==> config.mk <==
export PLATFORM = sky130hd
export DESIGN_NAME = ascii_decimal_field_packet_parser_top
export DESIGN_NICKNAME = d
export VERILOG_FILES = /design/src/rtl/adfp_pkg.sv /design/src/rtl/adfp_cfg.sv /design/src/rtl/adfp_core.sv /design/src/rtl/ascii_decimal_field_packet_parser_top.sv
export SDC_FILE = /design/constraint.sdc
export NUM_CORES = 1
export LEC_CHECK = 0
export BUFFER_PORTS_ARGS = -buffer_cell sky130_fd_sc_hd__buf_2
export CAP_MARGIN = 20
export CORE_ASPECT_RATIO = 1.25
export CORE_MARGIN = 5
export CORE_UTILIZATION = 35
export CTS_CLUSTER_DIAMETER = 150
export DETAILED_ROUTE_END_ITERATION = 7
export PLACE_DENSITY = 0.63
export SKIP_CTS_REPAIR_TIMING = 1
export SLEW_MARGIN = 20
export SYNTH_ARGS = -nofsm -noshare
export SYNTH_HDL_FRONTEND = slang
export SYNTH_HIERARCHICAL = 1
export SYNTH_SLANG_ARGS = --single-unit
export TNS_END_PERCENT = 50
==> constraint.sdc <==
create_clock -name clk -period 4.9 [get_ports clk]
set_input_delay 0.735 -clock clk [delete_from_list [all_inputs] [get_ports clk]]
set_output_delay 0.735 -clock clk [all_outputs]
set_load 0.01 [all_outputs]
==> src/rtl/adfp_pkg.sv <==
// Package for the ASCII decimal field packet parser.
// Holds the parse mode type, configuration register indexes, reset values and shared structs.
// No dependencies.
`default_nettype none

package adfp_pkg;

	localparam int unsigned BYTE_W   = 8;
	localparam int unsigned VALUE_W  = 32;
	localparam int unsigned INDEX_W  = 3;
	localparam int unsigned CFG_IDX_W = 2;

	// Configuration register indexes.
	localparam logic [CFG_IDX_W-1:0] REG_RANGE_HDR = 2'd0;
	localparam logic [CFG_IDX_W-1:0] REG_CALIB_HDR = 2'd1;
	localparam logic [CFG_IDX_W-1:0] REG_SEPARATOR = 2'd2;
	localparam logic [CFG_IDX_W-1:0] REG_END       = 2'd3;

	// Reset values of the configuration registers.
	localparam logic [BYTE_W-1:0] RANGE_HDR_RST = 8'd65;
	localparam logic [BYTE_W-1:0] CALIB_HDR_RST = 8'd66;
	localparam logic [BYTE_W-1:0] SEPARATOR_RST = 8'd44;
	localparam logic [BYTE_W-1:0] END_RST       = 8'd46;

	// ASCII code of the digit zero.
	localparam logic [VALUE_W-1:0] ASCII_ZERO = 32'd48;

	typedef enum logic [1:0] {
		MODE_HUNT  = 2'd0,
		MODE_RANGE = 2'd1,
		MODE_CALIB = 2'd2
	} adfp_mode_t;

	typedef struct packed {
		logic [BYTE_W-1:0] range_hdr;
		logic [BYTE_W-1:0] calib_hdr;
		logic [BYTE_W-1:0] separator;
		logic [BYTE_W-1:0] end_mark;
	} adfp_cfg_t;

	typedef struct packed {
		logic               emit;
		logic               packet_kind;
		logic [INDEX_W-1:0] field_index;
		logic [VALUE_W-1:0] field_value;
		logic               last_field;
		logic               index_overflow;
	} adfp_res_t;

endpackage

`default_nettype wire

==> src/rtl/adfp_cfg.sv <==
// Configuration register file of the ASCII decimal field packet parser.
// Depends on adfp_pkg for register indexes, reset values and the adfp_cfg_t struct.
`default_nettype none

module adfp_cfg
	import adfp_pkg::*;
(
	input  wire logic                 clk,
	input  wire logic                 arst_n,
	input  wire logic                 cfg_wen,
	input  wire logic [CFG_IDX_W-1:0] cfg_index,
	input  wire logic [BYTE_W-1:0]    cfg_data,
	output adfp_cfg_t                 cfg
);

	adfp_cfg_t cfg_q;

	always_ff @(posedge clk or negedge arst_n) begin
		if (!arst_n) begin
			cfg_q.range_hdr <= RANGE_HDR_RST;
			cfg_q.calib_hdr <= CALIB_HDR_RST;
			cfg_q.separator <= SEPARATOR_RST;
			cfg_q.end_mark  <= END_RST;
		end else if (cfg_wen) begin
			case (cfg_index)
				REG_RANGE_HDR: cfg_q.range_hdr <= cfg_data;
				REG_CALIB_HDR: cfg_q.calib_hdr <= cfg_data;
				REG_SEPARATOR: cfg_q.separator <= cfg_data;
				REG_END:       cfg_q.end_mark  <= cfg_data;
				default:       cfg_q           <= cfg_q;
			endcase
		end
	end

	assign cfg = cfg_q;

endmodule

`default_nettype wire

==> src/rtl/adfp_core.sv <==
// Parse state machine, field counter and decimal accumulator.
// Depends on adfp_pkg; decodes one registered byte per fire and reports a field when one ends.
`default_nettype none

module adfp_core
	import adfp_pkg::*;
#(
	parameter int unsigned MAX_FIELDS = 8
) (
	input  wire logic              clk,
	input  wire logic              arst_n,
	input  wire logic              fire,
	input  wire logic [BYTE_W-1:0] rx_byte,
	input  wire adfp_cfg_t         cfg,
	output adfp_res_t              res
);

	localparam int unsigned CNT_W = $clog2(MAX_FIELDS + 1);
	localparam logic [CNT_W-1:0] CNT_MAX = CNT_W'(MAX_FIELDS);
	localparam logic [CNT_W-1:0] IDX_MAX = CNT_W'(MAX_FIELDS - 1);

	adfp_mode_t          mode_q, mode_d;
	logic [CNT_W-1:0]    cnt_q, cnt_d;
	logic [VALUE_W-1:0]  acc_q, acc_d;
	logic [VALUE_W-1:0]  acc_digit;
	logic                cnt_full;
	logic [CNT_W-1:0]    idx_clamped;
	logic [CNT_W+2:0]    idx_ext;
	logic                kind;

	// value*10 + (byte - '0') as two shifted adds; wraps at 32 bits.
	assign acc_digit = (acc_q << 3) + (acc_q << 1)
		+ {{(VALUE_W-BYTE_W){1'b0}}, rx_byte} - ASCII_ZERO;

	assign cnt_full    = (cnt_q >= CNT_MAX);
	assign idx_clamped = cnt_full ? IDX_MAX : cnt_q;
	assign idx_ext     = {3'b000, idx_clamped};
	assign kind        = (mode_q == MODE_CALIB);

	always_ff @(posedge clk or negedge arst_n) begin
		if (!arst_n) begin
			mode_q <= MODE_HUNT;
			cnt_q  <= '0;
			acc_q  <= '0;
		end else if (fire) begin
			mode_q <= mode_d;
			cnt_q  <= cnt_d;
			acc_q  <= acc_d;
		end
	end

	always_comb begin
		mode_d             = mode_q;
		cnt_d              = cnt_q;
		acc_d              = acc_q;
		res.emit           = 1'b0;
		res.packet_kind    = kind;
		res.field_index    = idx_ext[INDEX_W-1:0];
		res.field_value    = acc_q;
		res.last_field     = 1'b0;
		res.index_overflow = cnt_full;
		case (mode_q)
			MODE_RANGE, MODE_CALIB: begin
				if (rx_byte == cfg.end_mark) begin
					res.emit       = 1'b1;
					res.last_field = 1'b1;
					mode_d         = MODE_HUNT;
					cnt_d          = '0;
					acc_d          = '0;
				end else if (!kind && rx_byte == cfg.range_hdr) begin
					// A repeated range header restarts the packet.
					cnt_d = '0;
					acc_d = '0;
				end else if (rx_byte == cfg.separator) begin
					res.emit = 1'b1;
					cnt_d    = cnt_full ? cnt_q : cnt_q + CNT_W'(1);
					acc_d    = '0;
				end else begin
					acc_d = acc_digit;
				end
			end
			default: begin
				// Hunting; the calibration header wins when both headers match.
				mode_d = MODE_HUNT;
				if (rx_byte == cfg.calib_hdr) begin
					mode_d = MODE_CALIB;
					cnt_d  = '0;
					acc_d  = '0;
				end else if (rx_byte == cfg.range_hdr) begin
					mode_d = MODE_RANGE;
					cnt_d  = '0;
					acc_d  = '0;
				end
			end
		endcase
	end

	a_cnt_bounded: assert property (@(posedge clk) disable iff (!arst_n)
		cnt_q <= CNT_MAX)
		else $error("field counter ran past its saturation value");

	a_end_returns_to_hunt: assert property (@(posedge clk) disable iff (!arst_n)
		(fire && res.emit && res.last_field) |=> (mode_q == MODE_HUNT && cnt_q == '0))
		else $error("end byte did not send the parser back to hunting");

	a_hunt_never_emits: assert property (@(posedge clk) disable iff (!arst_n)
		(mode_q != MODE_RANGE && mode_q != MODE_CALIB) |-> !res.emit)
		else $error("field reported while hunting for a header");

endmodule

`default_nettype wire

==> src/rtl/ascii_decimal_field_packet_parser_top.sv <==
// Top level of the ASCII decimal field packet parser.
// Depends on adfp_pkg, adfp_cfg and adfp_core; holds the input and result registers.
//
// Channel | Direction | Handshake          | Payload
// --------+-----------+--------------------+-----------------------------------------------
// s_*     | in        | s_tvalid/s_tready  | s_tdata[7:0] rx_byte
// m_*     | out       | m_tvalid/m_tready  | m_tdata: field_index, field_value,
//         |           |                    |   index_overflow; m_tlast: last_field;
//         |           |                    |   m_tuser: packet_kind
// cfg_*   | in        | cfg_wen            | cfg_index selects register, cfg_data value
//
// Each byte is taken into an input register; the multiply-by-ten accumulate and the
// delimiter compares that decode it sit between the input register and the result register.
// A byte can be taken in every cycle while no result is held by a low m_tready, so the block
// sustains one transfer per clock; m_tvalid rises once the byte that ends a field has passed
// both registers. Every byte, whether it ends a field or not, waits in the input register
// while a result is held by a low m_tready, so s_tready drops as soon as that register is
// occupied and stays low until the result leaves. Reset is asynchronous and active low; it
// returns the parser to header hunting and the configuration registers to their defaults.
`default_nettype none

module ascii_decimal_field_packet_parser_top
	import adfp_pkg::*;
#(
	parameter int unsigned MAX_FIELDS = 8
) (
	input  wire logic                 clk,
	input  wire logic                 arst_n,

	input  wire logic                 s_tvalid,
	output logic                      s_tready,
	input  wire logic [7:0]           s_tdata,  // [7:0] rx_byte

	output logic                      m_tvalid,
	input  wire logic                 m_tready,
	output logic [39:0]               m_tdata,  // [2:0] field_index, [34:3] field_value,
	                                            // [35] index_overflow, [39:36] zero
	output logic                      m_tlast,  // last_field
	output logic                      m_tuser,  // [0] packet_kind

	input  wire logic                 cfg_wen,
	input  wire logic [CFG_IDX_W-1:0] cfg_index,
	input  wire logic [BYTE_W-1:0]    cfg_data
);

	adfp_cfg_t cfg;
	adfp_res_t res;

	logic                valid_s1;
	logic [BYTE_W-1:0]   byte_s1;
	logic                fire;

	logic                valid_s2;
	logic                kind_s2;
	logic [INDEX_W-1:0]  index_s2;
	logic [VALUE_W-1:0]  value_s2;
	logic                last_s2;
	logic                ovf_s2;

	adfp_cfg u_cfg (
		.clk       (clk),
		.arst_n    (arst_n),
		.cfg_wen   (cfg_wen),
		.cfg_index (cfg_index),
		.cfg_data  (cfg_data),
		.cfg       (cfg)
	);

	// The byte in the input register is decoded once the result register can take
	// whatever it produces; a byte that produces nothing is decoded in the same way.
	assign fire     = valid_s1 && (!valid_s2 || m_tready);
	assign s_tready = !valid_s1 || fire;

	always_ff @(posedge clk or negedge arst_n) begin
		if (!arst_n) begin
			valid_s1 <= 1'b0;
		end else if (s_tready) begin
			valid_s1 <= s_tvalid;
		end
	end

	always_ff @(posedge clk) begin
		if (s_tvalid && s_tready) begin
			byte_s1 <= s_tdata;
		end
	end

	adfp_core #(
		.MAX_FIELDS (MAX_FIELDS)
	) u_core (
		.clk     (clk),
		.arst_n  (arst_n),
		.fire    (fire),
		.rx_byte (byte_s1),
		.cfg     (cfg),
		.res     (res)
	);

	// Result register: loaded when a decoded byte ends a field, emptied by a transfer.
	always_ff @(posedge clk or negedge arst_n) begin
		if (!arst_n) begin
			valid_s2 <= 1'b0;
		end else if (fire && res.emit) begin
			valid_s2 <= 1'b1;
		end else if (m_tready) begin
			valid_s2 <= 1'b0;
		end
	end

	always_ff @(posedge clk) begin
		if (fire && res.emit) begin
			kind_s2  <= res.packet_kind;
			index_s2 <= res.field_index;
			value_s2 <= res.field_value;
			last_s2  <= res.last_field;
			ovf_s2   <= res.index_overflow;
		end
	end

	assign m_tvalid = valid_s2;
	assign m_tdata  = {4'b0000, ovf_s2, value_s2, index_s2};
	assign m_tlast  = last_s2;
	assign m_tuser  = kind_s2;

	a_stall_blocks_decode: assert property (@(posedge clk) disable iff (!arst_n)
		(valid_s2 && !m_tready) |-> !fire)
		else $error("byte decoded while the result register was held");

	a_full_input_stalls: assert property (@(posedge clk) disable iff (!arst_n)
		(valid_s1 && valid_s2 && !m_tready) |-> !s_tready)
		else $error("input accepted while the pending byte could not be decoded");

	a_ovf_clamps_index: assert property (@(posedge clk) disable iff (!arst_n)
		(valid_s2 && ovf_s2) |-> (index_s2 == INDEX_W'(MAX_FIELDS - 1)))
		else $error("overflowed field index not clamped to the last position");

endmodule

`default_nettype wire

==> summary.txt, run 1 <==
unrepaired setup endpoints after global routing = false
core area = 0.02097 mm²
worst relative slew slack = 37.78%
CTS tree = built
first-pass GRT wire length = 27.43 mm
DRT Pass-1 Iters = 5
ys async rst share = 61.02%
Die ar. = 0.02441 mm²
Final ANT Viol Nets = 0
FF+latch count, synth = 118
CTS buffer count = 17
area share of the largest cell type after synthesis = 20.41%
final hold vios = 0
Iter 0 DRT Violations = 252
layout cells sized above 1 = 20.43%
DR WL/cell = 15.17 µm
Required @ worst endpoint = 5.21 ns
height of the die = 173.4 µm
clock sinks = 118
Filler cells = 2,080
nets = 884
area of the multi-input gates = 0.003725 mm²
CTS root buf = clkbuf_16
status = completed
Yosys warnings = 6
Ports = 67
Via density = 4.861
Clock Tree Buf Depth = 2
H-tree levels = 4
synth top area cells = dfrtp_1 20%, edfxtp_1 18%, ha_1 14%
period utilization = 70.49%
largest net degree at the start of global routing = 73
Final TNS setup = 0 ns
Crit Path Category = reg -> reg
final clock skew = 0.01512 ns
Final HPWL DP = 11.84 mm
Worst Tran Pin Value = 0.9333 ns
DRC = 0
GPL Wtd Cong = 0.8117
MaxCap Viol Count = 0
Slew Viols, Final = 0
Post-Syn Area = 0.007478 mm²
fin crit period = 3.454 ns
Hold Crit Class = in -> async
vias in the first global route = 5,458
Die Wd = 140.7 µm
clock slew at reported path FFs = 0.06 ns
Max Freq = 289.5 MHz
largest area contributor in the netlist = dfrtp_1
Post-synth EDFFs = 46
via count = 5,138
Netlist cell types = 68
worst skew pair latency = 0.43 ns
Total GRT Usage = 14.06%
Seq/Total Area, Yosys = 42.75%
# setup viols final = 0
gr ovfl total = 0
worst-path maximum fanout = 5
worst path arrival time = 3.77 ns
P&R area growth vs syn = 14.52%
PortBufs = 62
ANT cells = 0
Worst Setup End Kind = flip-flop
Syn Area/Cell = 10.52 µm²
Mapped Cells = 711
Setup crit start kind = flip-flop
WL final = 16.04 mm
initial antenna violation count = 0
register area = 0.003197 mm²
Rows = 59
top_reg_cell synth = dfrtp_1
Starting Density = 35.67%
## worst max-delay path, cell delays in order, from the launching register on
cell and delay [ns]:
edfxtp_1 0.49, inv_1 0.10, fa_1 0.48, inv_1 0.04
ha_1 0.27, ha_1 0.18, inv_1 0.06, fa_1 0.39
nor2b_1 0.16, o2111ai_1 0.15, a21oi_1 0.32, o31ai_1 0.17
a211oi_1 0.32, or3_1 0.16, nand3_1 0.07
## placed cells by master, fill, tap and decap left out, types with 5 or more instances in the layout
cell         n
o21bai_1     5
nand3_1      9
nand4_1      6
mux2_2      32
buf_2       62
nor2_1      17
a21oi_1     31
and2_1       5
ha_1        85
dfrtp_1     61
xor2_1      35
clkbuf_16   18
inv_1      106
nor4_1       8
dfstp_2     11
a21o_1      12
fa_1         6
edfxtp_1    46
a22o_1       5
a31oi_1      5
nand2_1     66
xnor2_1     18
o21ai_0     36
o31ai_1      5
## cell type report
| type | count | area share (%) |
|---|---|---|
| multi-input cells | 463 | 43.49 |
| flip-flops and latches | 118 | 37.33 |
| clock buffers | 18 | 5.259 |
| inverters | 106 | 4.646 |
| well taps | 274 | 4.003 |
| repair buffers | 64 | 3.842 |
| clock inverters | 14 | 1.432 |
## Yosys cell counts, drive strengths merged (6+ instances only)
master and n:
a21o 12, a21oi 32, buf 21, clkbuf 6, dfrtp 61, dfstp 11, edfxtp 46, fa 6
ha 85, inv 106, mux2 33, nand2 66, nand3 10, nand4 6, nor2 17, nor4 8
o21ai 39, o21bai 6, o31ai 7, xnor2 18, xor2 35
## kinds of logic (layout without fill, tap and decap cells)
kind of cell / count (synthesis) / after routing / synth area share [%]
adder cells (fa/ha/maj): 91 / 91 / 15.83
other: 1 / 4 / 0.05014
AND/OR/NAND/NOR: 146 / 146 / 10.04
multiplexers: 33 / 33 / 4.969
flip-flops: 118 / 118 / 42.75
buffers and inverters: 133 / 202 / 7.696
XOR/XNOR: 53 / 53 / 6.207
AO/OA/AOI/OAI: 136 / 136 / 12.46
## state kept, by name (all words and copies together), names as in the netlist
name / cells
u_cfg/cfg: 32
m_tuser: 1
u_core/acc_q: 32
valid_s1: 1
u_core/cnt_q: 4
m_tvalid: 1
m_tlast: 1
ovf_s2: 1
index_s2: 3
byte_s1: 8
u_core/mode_q: 2
value_s2: 32
## stage by stage
stage | area, µm² | instances | setup WS (ns) | utilization, % | hold WS [ns]
CTS | 8561 | 1057 | 1.440 | 40.83 | 0.4587
finish | 8564 | 1057 | 1.446 | 40.85 | 0.4368
global placement | 7988 | 1025 | 1.507 | 38.10 | 0.4433
global route | 8564 | 1057 | 1.126 | 40.85 | 0.4630
detailed placement | 7988 | 1025 | 1.477 | 38.10 | 0.4452
floorplan | 7490 | 714 | 1.360 | - | 0.4256
## final timing paths
check | from | endpoint | slack, ns | depth (start not counted)
max in group asynchronous | arst_n | u_cfg/cfg[19] | 3.99 | 2
worst max-delay path | byte_s1[3] | u_core/acc_q[29] | 1.45 | 14
min in group clk | u_core/acc_q[31] | value_s2[31] | 0.45 | 0
worst min register to register | u_core/acc_q[31] | value_s2[31] | 0.45 | 0
worst min-delay path | arst_n | u_core/acc_q[28] | 0.44 | 2
worst max register to register | byte_s1[3] | u_core/acc_q[29] | 1.45 | 14
## metal layers
| metal | wire, µm | vias up | global-route usage [%] | share of wire (%) |
|---|---|---|---|---|
| met5 | 0 | - | 0 | 0 |
| met4 | 240 | 0 | 5.291 | 1.5 |
| met3 | 565 | 20 | 3.228 | 3.5 |
| met2 | 8167 | 85 | 24.68 | 51 |
| met1 | 7062 | 2454 | 16.63 | 44 |
| li1 | - | 2579 | - | - |
Power of run 1 is left out: the tool's default activity adds up to more than one toggle a clock period on the data nets, which glitch-free logic cannot reach.
==> inputs of run 2 (changes only) <==
--- a/config.mk
+++ b/config.mk
@@ -12,7 +12,7 @@
 export CORE_UTILIZATION = 35
 export CTS_CLUSTER_DIAMETER = 150
 export DETAILED_ROUTE_END_ITERATION = 7
-export PLACE_DENSITY = 0.63
+export PLACE_DENSITY = 0.65
 export SKIP_CTS_REPAIR_TIMING = 1
 export SLEW_MARGIN = 20
 export SYNTH_ARGS = -nofsm -noshare
==> constraint.sdc (replaced) <==
create_clock -name clk -period 3.15 [get_ports clk]
set_input_delay 0.4725 -clock clk [delete_from_list [all_inputs] [get_ports clk]]
set_output_delay 0.4725 -clock clk [all_outputs]
set_load 0.01 [all_outputs]
==> run 2 against run 1 <==
Net effect:
- the run now ends with setup timing left
- global-route usage down 0.34 points
- die area unchanged
- clock-buffer cell count up 1
- fmax up 6.2%
- utilization up 1.9 points
- via count up 3.3%
- worst setup slack worse by 1.5 ns
- critical path depth up 1
- non-clock buffer count up 36
==> summary.txt, run 2 (same netlist as run 1, synthesis figures left out) <==
status = finished with violations
failing checks = setup timing
Total GRT Usage = 13.72%
Rows = 59
Final TNS setup = -0.1688 ns
Reg2Reg Setup Slack = -0.10 ns
core area = 0.02097 mm²
H-tree levels = 4
ANT cells = 0
Worst Setup End Kind = flip-flop
# setup viols final = 3
register area = 0.003197 mm²
height of the die = 173.4 µm
GPL Wtd Cong = 0.8535
area of the multi-input gates = 0.003877 mm²
Hold WS = 0.08301 ns
Final ANT Viol Nets = 0
largest net degree at the start of global routing = 73
DRC = 0
reg2reg path depth = 15
PortBufs = 62
final clock skew = 0.01161 ns
reg-to-reg startpoint = byte_s1[3]
Die Wd = 140.7 µm
CTS root buf = clkbuf_16
CTS buffer count = 17
initial antenna violation count = 0
clock sinks = 118
Via density = 4.855
DRT Pass-1 Iters = 4
Crit Path Category = reg -> reg
first-pass GRT wire length = 26.79 mm
utilization after layout = 42.73%
area of placed instances = 0.008268 mm²
critical path's slowest cell = fa_1
via count = 5,307
Die ar. = 0.02441 mm²
CTS tree = built
DR WL/cell = 14.95 µm
Final HPWL DP = 12.05 mm
worst-path cell chain = inv_2 -> fa_1 -> inv_1 -> ha_1 -> ha_2 -> inv_2 -> fa_2 -> nor2b_2 -> o2111ai_2 -> a21oi_2 -> buf_4 -> o31ai_4 -> a21oi_2 -> or3_1 -> a32o_1
Max Freq = 307.4 MHz
MaxCap Viol Count = 0
Hold Crit Class = in -> async
fin crit period = 3.253 ns
Slew Viols, Final = 0
Required @ worst endpoint = 3.46 ns
unrepaired setup endpoints after global routing = true
Worst path max stage delay = 0.53 ns
period utilization = 103.3%
clock slew at reported path FFs = 0.06 ns
Ports = 67
Iter 0 DRT Violations = 238
Setup crit start kind = flip-flop
commonest cells after routing, fill and taps aside = 100 x inv_1, 79 x ha_1, 66 x nand2_1, 62 x buf_2, 61 x dfrtp_1
worst relative slew slack = 55.56%
Worst Tran Pin Value = 0.6665 ns
Starting Density = 35.67%
Filler cells = 2,054
final hold vios = 0
WL final = 16.34 mm
P&R area growth vs syn = 19.79%
Clock Tree Buf Depth = 2
worst-path maximum fanout = 3
worst path arrival time = 3.56 ns
worst skew pair latency = 0.42 ns
reg2reg end = u_core/acc_q[23]
design area = 0.008959 mm²
layout cells sized above 1 = 26.62%
vias in the first global route = 5,488
most common cell after layout, fill and taps aside = inv_1
gr ovfl total = 0
nets = 920
final worst slack = -0.1028 ns
## run 2: cell types whose count changed in the layout (fill, tap and decap cells not counted), moves of 4 or more
cell / before / now
inv_2: 0 / 6
inv_1: 106 / 100
ha_4: 0 / 5
buf_4: 1 / 36
ha_1: 85 / 79
a21oi_1: 31 / 27
clkinv_2: 2 / 6
## run 2: routing by layer
| layer | track usage [%] | wire length (µm) | share of wire (%) |
|---|---|---|---|
| met3 | 2.787 | 505 | 3.1 |
| met4 | 5.210 | 299 | 1.8 |
| met2 | 23.84 | 8451 | 52 |
| met5 | 0 | 0 | 0 |
| met1 | 16.65 | 7086 | 43 |
## run 2: how the worst max path moves through the flow
stage | start | to | slack, ns | depth (start not counted)
after global placement | u_core/acc_q[2] | u_core/acc_q[26] | -0.07 | 12
after detailed placement | u_core/acc_q[0] | u_core/acc_q[23] | -0.16 | 14
after global routing | byte_s1[3] | u_core/acc_q[23] | -0.25 | 15
after floorplan | byte_s1[3] | u_core/acc_q[23] | -0.02 | 15
after CTS | u_core/acc_q[0] | u_core/acc_q[26] | -0.16 | 12
final | byte_s1[3] | u_core/acc_q[23] | -0.10 | 15
## run 2: final cells by class
| class | count | share of cell area [%] |
|---|---|---|
| sequential | 118 | 35.68 |
| tap | 274 | 3.827 |
| inverter | 106 | 4.441 |
| timing repair buffer | 100 | 6.927 |
| clock inverter | 13 | 1.006 |
| multi-input combinational | 463 | 43.28 |
| clock buffer | 19 | 4.832 |
## run 2: metrics by stage
step,setup slack [ns],instances
after floorplan,-0.01986,714
after global placement,-0.06748,1059
after detailed placement,-0.1603,1059
after CTS,-0.1558,1091
after global routing,-0.2538,1093
final,-0.1028,1093
## run 2: worst max-delay path: cells and delay by family (launching register included)
| kind | cells | cell delay, ns |
|---|---|---|
| adders and majority gates | 4 | 1.21 |
| AOI/OAI and AO/OA | 5 | 0.88 |
| and+or+nand+nor | 2 | 0.39 |
| DFF | 1 | 0.36 |
| buffers and inverters | 4 | 0.30 |
Power of run 2 is left out for the same reason.
==> inputs of run 3 (changes only) <==
--- a/config.mk
+++ b/config.mk
@@ -5,6 +5,7 @@
 export SDC_FILE = /design/constraint.sdc
 export NUM_CORES = 1
 export LEC_CHECK = 0
+export ABC_AREA = 1
 export BUFFER_PORTS_ARGS = -buffer_cell sky130_fd_sc_hd__buf_2
 export CAP_MARGIN = 20
 export CORE_ASPECT_RATIO = 1.25
@@ -12,7 +13,7 @@
 export CORE_UTILIZATION = 35
 export CTS_CLUSTER_DIAMETER = 150
 export DETAILED_ROUTE_END_ITERATION = 7
-export PLACE_DENSITY = 0.65
+export PLACE_DENSITY = 0.64
 export SKIP_CTS_REPAIR_TIMING = 1
 export SLEW_MARGIN = 20
 export SYNTH_ARGS = -nofsm -noshare
==> run 3 against run 2 <==
Net effect:
- synthesized area increased by 12%
- non-clock buffer count decreased by 27
- via count is 27% higher
- critical path type unchanged
- die area increased by 11%
- first-iteration DRC count up 47%
- the run now ends clean
- fmax is 11% higher
- register-to-register slack improved by 0.31 ns
- synthesized cell count up 48%
- sequential share of layout area decreased by 2.2 points
==> summary.txt, run 3 <==
status = completed
DRC = 0
Starting Density = 35.49%
top_reg_cell synth = dfrtp_1
PortBufs = 62
worst-path cell chain = inv_1 -> fa_1 -> inv_1 -> ha_1 -> ha_1 -> inv_1 -> fa_1 -> o21ai_0 -> buf_4 -> nand2_1 -> nand2_1 -> nand2_1 -> nand3_1 -> nand2_1 -> nand3_2 -> nand2_1
DRT Pass-1 Iters = 5
H-tree levels = 4
Final ANT Viol Nets = 0
Rows = 63
first-pass GRT wire length = 33.22 mm
DR WL/cell = 14.16 µm
Worst Setup End Kind = flip-flop
Clock Tree Buf Depth = 2
FF+latch count, synth = 118
clock slew at reported path FFs = 0.06 ns
layout cells sized above 1 = 14.60%
Hold Crit Class = in -> async
Max Freq = 340.2 MHz
worst-path maximum fanout = 4
clock sinks = 118
# setup viols final = 0
CP dominant cell by count = nand2_1
Mapped Cells = 1,053
nets = 1,238
area share of the largest cell type after synthesis = 18.19%
most frequent cell after synthesis = nand2_1
Crit Path Category = reg -> reg
Yosys warnings = 6
CP top delay family = adder cells
gr ovfl total = 0
CTS buffer count = 17
final hold vios = 0
CTS root buf = clkbuf_16
leading cell types by count after synthesis = 350 x nand2_1, 194 x inv_1, 85 x ha_1
initial antenna violation count = 0
Post-Syn Area = 0.008392 mm²
height of the die = 183.1 µm
critical path's slowest cell = fa_1
P&R area growth vs syn = 13.87%
unrepaired setup endpoints after global routing = false
worst relative slew slack = 52.68%
ANT cells = 0
Netlist cell types = 39
Worst path max stage delay = 0.51 ns
vias in the first global route = 6,875
worst path bufs/invs = 4
Slew Viols, Final = 0
ys async rst share = 61.02%
Seq/Total Area, Yosys = 38.09%
worst skew pair latency = 0.43 ns
Ports = 67
Die Wd = 148.5 µm
Setup WS pre-CTS = 0.2092 ns
fin crit period = 2.939 ns
Syn Area/Cell = 7.969 µm²
largest area contributor in the netlist = dfrtp_1
final clock skew = 0.01374 ns
Setup crit start kind = flip-flop
Final TNS setup = 0 ns
Required @ worst endpoint = 3.46 ns
commonest cells after routing, fill and taps aside = 350 x nand2_1, 194 x inv_1, 85 x ha_1, 62 x buf_2, 61 x dfrtp_1
final worst slack = 0.2107 ns
Iter 0 DRT Violations = 349
Total GRT Usage = 15.50%
via count = 6,759
Hold WS = 0.009464 ns
WL final = 20.23 mm
CTS tree = built
MaxCap Viol Count = 0
synth top area cells = dfrtp_1 18%, edfxtp_1 16%, nand2_1 16%
Die ar. = 0.02719 mm²
Post-synth EDFFs = 46
Final HPWL DP = 15.54 mm
core area = 0.02365 mm²
worst path arrival time = 3.25 ns
GPL Wtd Cong = 0.9100
largest net degree at the start of global routing = 73
Worst Tran Pin Value = 0.7099 ns
period utilization = 93.31%
Via density = 4.730
most common cell after layout, fill and taps aside = nand2_1
[run 3: changes by cell type after synthesis, moves of 8 or more]
| cell | delta |
|---|---|
| a21o_1 | -12 |
| a21oi_1 | -12 |
| o21ai_0 | -29 |
| o21ai_2 | +9 |
| nand3_1 | +43 |
| nand2_1 | +284 |
| inv_1 | +88 |
| nor2_1 | +41 |
| nor4_1 | -8 |
| nand3_2 | +13 |
| nand4_1 | +23 |
| xor2_1 | -26 |
| mux2_2 | -32 |
[run 3: kinds of logic (layout without fill, tap and decap cells)]
kind of cell / after synthesis / count (layout) / synth area share, %
buf+inv: 227 / 308 / 11.94
fa+ha+maj: 91 / 91 / 14.10
xor+xnor: 34 / 34 / 3.638
flops: 118 / 118 / 38.09
compound gates: 53 / 53 / 3.921
simple gates: 529 / 529 / 28.25
other cells: 1 / 4 / 0.04469
[run 3: area by class of cell]
type | count | area (µm²)
Tap cell | 292 | 365.4
Sequential cell | 118 | 3197
Clock buffer | 18 | 439.2
Fill cell | 2405 | 14090
Timing Repair Buffer | 73 | 417.9
Clock inverter | 14 | 130.1
Inverter | 203 | 789.5
Multi-Input combinational cell | 711 | 4217
[run 3: final timing paths]
kind	startpoint	endpoint	slack (ns)	depth (start not counted)
worst max-delay path	u_core/acc_q[2]	u_core/acc_q[27]	0.21	16
worst min-delay path	arst_n	u_core/acc_q[26]	0.009	2
worst max register to register	u_core/acc_q[2]	u_core/acc_q[27]	0.21	16
worst min register to register	u_core/acc_q[31]	value_s2[31]	0.46	0
max in group asynchronous	arst_n	u_cfg/cfg[30]	2.68	2
min in group clk	s_tdata[0]	byte_s1[0]	0.22	1
[run 3: metal layers]
layer,vias to the layer above,track usage [%],share of wire [%]
li1,3427,-,-
met1,3132,16.97,39
met2,148,28.63,52
met3,52,2.768,4.1
met4,0,7.616,4.0
met5,-,0,0
[run 3: per-stage QoR]
step                area [µm²]  utilization [%]  std cells
detailed placement        8981            37.98       1397
floorplan                 8406                -       1056
finish                    9555            40.41       1429
global placement          8981            37.98       1397
CTS                       9550            40.39       1429
global route              9555            40.41       1429
Power of run 3 is left out for the same reason.
